[src/design/rtc_pkg.sv]
`timescale 1ns / 1ps
// ----------------------------------------------------------------------------
// rtc_pkg
// Shared types and constants of the five-tuple rule table classifier.
// ----------------------------------------------------------------------------
package rtc_pkg;

	// Table size and derived widths.
	localparam int RULE_SLOTS = 64;
	localparam int ID_W       = 16;
	localparam int BIT_W      = $clog2(ID_W);
	localparam int QDEPTH     = 2;
	localparam int QPTR_W     = $clog2(QDEPTH);
	localparam int QCNT_W     = $clog2(QDEPTH + 1);

	// Protocol numbers that get a class of their own.
	localparam logic [7:0] PROTO_ICMP = 8'd1;
	localparam logic [7:0] PROTO_TCP  = 8'd6;
	localparam logic [7:0] PROTO_UDP  = 8'd17;

	typedef enum logic [1:0] {
		FUNC_CLASSIFY = 2'd0,
		FUNC_ADD      = 2'd1,
		FUNC_DELETE   = 2'd2,
		FUNC_RSVD     = 2'd3
	} func_t;

	typedef enum logic [1:0] {
		PCLASS_ICMP  = 2'd0,
		PCLASS_TCP   = 2'd1,
		PCLASS_UDP   = 2'd2,
		PCLASS_OTHER = 2'd3
	} pclass_t;

	typedef enum logic [1:0] {
		STAT_DONE    = 2'd0,
		STAT_UPDATED = 2'd1,
		STAT_FULL    = 2'd2,
		STAT_ABSENT  = 2'd3
	} stat_t;

	typedef enum logic [1:0] {
		ST_IDLE,
		ST_CMP,
		ST_MIN
	} back_state_t;

	// One decoded command as it travels through the queue.
	typedef struct packed {
		logic [1:0]      func;
		logic [ID_W-1:0] rule_id;
		logic            deny;
		pclass_t         pclass;
		logic [31:0]     src_addr;
		logic [31:0]     dst_addr;
		logic            src_any;
		logic            dst_any;
		logic [15:0]     sport;
		logic [15:0]     dst_port;
	} cmd_t;

	// One stored rule.
	typedef struct packed {
		logic [ID_W-1:0] ident;
		logic            deny;
		pclass_t         pclass;
		logic [31:0]     src_addr;
		logic [31:0]     dst_addr;
		logic            src_wild;
		logic            dst_wild;
		logic [15:0]     sport;
		logic [15:0]     dst_port;
	} rule_t;

	// Queue handshake toward the back end.
	typedef struct packed {
		logic valid;
		cmd_t cmd;
	} q_out_t;

	// Reduce a raw IP protocol number to its class.
	function automatic pclass_t proto_class(input logic [7:0] p);
		pclass_t c;
		c = PCLASS_OTHER;
		if (p == PROTO_ICMP) c = PCLASS_ICMP;
		else if (p == PROTO_TCP) c = PCLASS_TCP;
		else if (p == PROTO_UDP) c = PCLASS_UDP;
		return c;
	endfunction

endpackage

[src/design/rtc_front.sv]
`timescale 1ns / 1ps
// ----------------------------------------------------------------------------
// rtc_front
// Accepts command beats, decodes the protocol class and holds them in a
// short queue for the back end.
// ----------------------------------------------------------------------------
module rtc_front (
	input  logic               clk,
	input  logic               arst_n,
	input  logic               start,
	output logic               busy,
	input  logic [1:0]         func,
	input  logic [15:0]        rule_id,
	input  logic               deny,
	input  logic [7:0]         protocol,
	input  logic [31:0]        src_addr,
	input  logic [31:0]        dst_addr,
	input  logic               src_any,
	input  logic               dst_any,
	input  logic [15:0]        sport,
	input  logic [15:0]        dst_port,
	input  logic               pop,
	output rtc_pkg::q_out_t    q_out
);
	import rtc_pkg::*;

	cmd_t              cmd;
	cmd_t              qmem_q [QDEPTH];
	logic [QPTR_W-1:0] wr_ptr_q;
	logic [QPTR_W-1:0] rd_ptr_q;
	logic [QCNT_W-1:0] count_q;
	logic              push;
	logic              do_pop;
	logic              portless;

	// Decode the beat; portless classes see zero ports on classify.
	always_comb begin
		cmd.func     = func;
		cmd.rule_id  = rule_id;
		cmd.deny     = deny;
		cmd.pclass   = proto_class(protocol);
		cmd.src_addr = src_addr;
		cmd.dst_addr = dst_addr;
		cmd.src_any  = src_any;
		cmd.dst_any  = dst_any;
		portless     = (cmd.pclass == PCLASS_ICMP) || (cmd.pclass == PCLASS_OTHER);
		if (func == FUNC_CLASSIFY && portless) begin
			cmd.sport    = '0;
			cmd.dst_port = '0;
		end else begin
			cmd.sport    = sport;
			cmd.dst_port = dst_port;
		end
	end

	assign busy   = (count_q == QCNT_W'(QDEPTH));
	assign push   = start && !busy;
	assign do_pop = pop && (count_q != '0);

	assign q_out.valid = (count_q != '0);
	assign q_out.cmd   = qmem_q[rd_ptr_q];

	// Queue storage.
	always_ff @(posedge clk) begin
		if (push) begin
			qmem_q[wr_ptr_q] <= cmd;
		end
	end

	// Queue pointers and fill count.
	always_ff @(posedge clk or negedge arst_n) begin
		if (!arst_n) begin
			wr_ptr_q <= '0;
			rd_ptr_q <= '0;
			count_q  <= '0;
		end else begin
			if (push) begin
				wr_ptr_q <= (wr_ptr_q == QPTR_W'(QDEPTH - 1)) ? '0 : wr_ptr_q + 1'b1;
			end
			if (do_pop) begin
				rd_ptr_q <= (rd_ptr_q == QPTR_W'(QDEPTH - 1)) ? '0 : rd_ptr_q + 1'b1;
			end
			count_q <= count_q + QCNT_W'(push) - QCNT_W'(do_pop);
		end
	end

endmodule

[config.mk]
export PLATFORM = sky130hd
export DESIGN_NAME = rtc_front
export DESIGN_NICKNAME = d
export VERILOG_FILES = /design/src/design/rtc_pkg.sv /design/src/design/rtc_front.sv
export SDC_FILE = /design/constraint.sdc
export NUM_CORES = 1
export LEC_CHECK = 0
export BUFFER_PORTS_ARGS = -buffer_cell sky130_fd_sc_hd__buf_2
export CAP_MARGIN = 20
export CORE_ASPECT_RATIO = 1.2
export CORE_UTILIZATION = 47
export CTS_CLUSTER_DIAMETER = 30
export CTS_CLUSTER_SIZE = 20
export DETAILED_ROUTE_END_ITERATION = 8
export HOLD_SLACK_MARGIN = 0.15
export MAX_ROUTING_LAYER = met4
export PLACE_DENSITY = 0.81
export SYNTH_ARGS = -nofsm -noshare
export SYNTH_HDL_FRONTEND = slang
export SYNTH_SLANG_ARGS = --single-unit
[constraint.sdc]
create_clock -name clk -period 6.2 [get_ports clk]
set_clock_uncertainty 0.05 [all_clocks]
set_input_delay 1.55 -clock clk [delete_from_list [all_inputs] [get_ports clk]]
set_output_delay 1.55 -clock clk [all_outputs]
set_load 0.05 [all_outputs]
==> qor.yml <==
synthTopCellsByCount: "edfxtp_1, mux2_2, a21boi_1"
postCtsHoldBufs: 0
crit_path_max_fanout: 55
dp_hpwl_um: 11310
cts.clk_slew.worst_paths_ns: 0.06
routed_wl_um: 17470
drive_above_1_share_pct: 60.19
use_met1_pct: 18.33
cts.path.max_buffers: 3
synthAdderAreaFrac_pct: 0.2738
tritoncts: "yes"
core_region_area_um2: 18920
r2r_setup_slack_ns: 3.64
synth_area_per_cell_um2: 20.96
routed_via_density: 4.949
p_leak_nw: 4.468
grtUsageMet2_pct: 31.39
row_count: 55
synth_flop_cell: "edfxtp_1"
clk_latency_ns: 0.48
fp.dieArea_um2: 20010
grt_first_pass_wirelength_um: 26190
synth_most_common_cell: "edfxtp_1"
top_usage_layer: "met2"
drc_errors: 0
track_usage_pct: 17.81
run_status: "complete, no violations"
synth_top_area_share_pct: 78.20
yosys_warnings: 0
h-tree-depth: 2
clkPwrFrac_pct: 27.6
fin_crit_ns: 4.170
synth_edf_count: 238
setup_viol: 0
synth_seq_area_share_pct: 79.30
antenna_found_initial: 1
final_nets: 842
cts.repair.resized: 0
p_seq_share_pct: 35.4
start_kind: "register"
synth_top_family_by_area: "multiplexers"
maxCapViolCount: 0
synth_area_leaders: "edfxtp_1, mux2_2, a21boi_1"
initial_core_util_pct: 48.29
cts.sinks: 242
rsz0062_at_grt: "false"
setup_tns_ns: 0
setup_ws_ns: 2.030
hp-class: "reg -> reg"
synth_compound_area_share_pct: 2.930
ys_ff_latch: 242
slew_headroom_pct: 27.68
critPathKind: "reg -> out"
cts_made_buffers: 36
io_buffers: 249
synth_mux_area_share_pct: 14.66
synthSimpleGateAreaFrac_pct: 1.123
synth-xor-area-share_pct: 0.3834
synth_cell_types: 25
comb_power_share_pct: 37.0
syn-num-nets: 567
areaGrowthSynthToFinish_pct: 29.24
p_int_w: 0.004114
p_sw_share_pct: 39.49
postCtsSetupBuffers: 0
worst_pin_slew_ns: 1.085
gp_congestion: 0.7800
ant_nets: 0
required_ns: 4.60
place_inst: 929
ir_worst_vdd_uv: 370.0
die_x_um: 129.3
vias: 4914
arrival_ns: 2.57
grt_pass1_vias: 5268
grt_max_degree: 79
post-place-ws_ns: 2.517
globalRouteMet3Util_pct: 5.742
finalHoldViolations: 0
finalCritPeriodShare_pct: 67.26
worstSetupEndpointType: "output port"
whs_ns: 0.4639
syn_inst: 436
instances_no_fill: 993
wl_per_cell_um: 17.59
power.density_nw_per_um2: 575.7
synth_area_um2: 9139
drt-initial-drc-count: 246
drtPass1Iterations: 4
p_sw_w: 0.002686
cts-root-buf: "clkbuf_16"
synthArstFlopShare_pct: 1.653
gr-total-overflow: 0
final-max-slew-violation-count: 0
die_y_um: 154.8
io_pins: 250
max_freq_mhz: 239.8
yosysTopAreaCell: "edfxtp_1"
-- flip-flops by register name (all words and copies together) (netlist names) --
signal	flops
qmem_q	238
count_q	2
rd_ptr_q	1
wr_ptr_q	1
-- worst paths after layout --
check                           start  depth (start not counted)             to
setup reg to reg           count_q[1]                          3  qmem_q[1][17]
setup / recovery             rd_ptr_q                          3      q_out[80]
max in group asynchronous      arst_n                          1       rd_ptr_q
hold reg to reg            count_q[1]                          1     count_q[1]
min in group asynchronous      arst_n                          1       rd_ptr_q
hold / removal             count_q[1]                          1     count_q[1]
-- metrics by stage --
| stage | power [W] | utilization (%) | area [um2] |
|---|---|---|---|
| 2_1_floorplan | 0.004444 | - | 9141 |
| 3_3_place_gp | 0.004904 | 56.36 | 10670 |
| 3_5_place_dp | 0.004966 | 56.36 | 10670 |
| 4_1_cts | 0.006872 | 62.40 | 11810 |
| 5_1_grt | 0.007062 | 62.41 | 11810 |
| 6_report | 0.006800 | 62.41 | 11810 |
-- routing by layer --
layer	up-vias	part of all wire, %	routed length [um]
li1	2285	-	-
met1	2389	36	6348
met2	206	54	9419
met3	34	7.9	1376
met4	0	1.9	325
met5	-	0	0
-- power groups by stage --
stage          clock, W  sequential, W  combinational (W)
3_3_place_gp          0        0.00241            0.00249
3_5_place_dp          0        0.00244            0.00252
2_1_floorplan         0        0.00237            0.00208
5_1_grt         0.00199        0.00244            0.00263
6_report        0.00188        0.00241            0.00252
4_1_cts         0.00192        0.00241            0.00254
-- worst max-delay path, cell delays in order (launching register included) --
cell and delay (ns):
dfrtp_4 0.92, buf_4 0.51, mux2_2 0.40, buf_2 0.21
-- final cells by class --
| class | instances | area (um2) |
|---|---|---|
| flip-flops and latches | 242 | 7251 |
| fillers | 1323 | 7113 |
| multi-input cells | 172 | 1785 |
| repair buffers | 256 | 1299 |
| clock buffers | 42 | 944.7 |
| well taps | 256 | 320.3 |
| clock inverters | 21 | 197.7 |
| inverters | 3 | 11.26 |
| diodes | 1 | 2.502 |
-- cell families (layout without fill, tap and decap cells) --
kind of cell    after synthesis  count (layout)
flops                       242             242
mux                         119             119
compound gates               34              34
buf+inv                      22             322
simple gates                 13              13
xor+xnor                      4               4
fa+ha+maj                     2               2
other cells                   0               1
-- placed cells by master (no fill, tap or decap), types with 2 or more instances in the layout --
cell type   count
buf_2         249
edfxtp_1      238
mux2_2        119
clkbuf_16      37
a21boi_1       27
buf_4           7
inv_6           6
clkbuf_1        5
clkinvlp_4      5
clkinv_2        4
inv_1           3
a21boi_2        3
xnor2_1         3
dfrtp_1         3
nand2_1         2
and4bb_2        2
a21boi_0        2
ha_1            2
bufinv_16       2
clkinv_1        2
No activity file was read; power rests on OpenSTA's default activity.
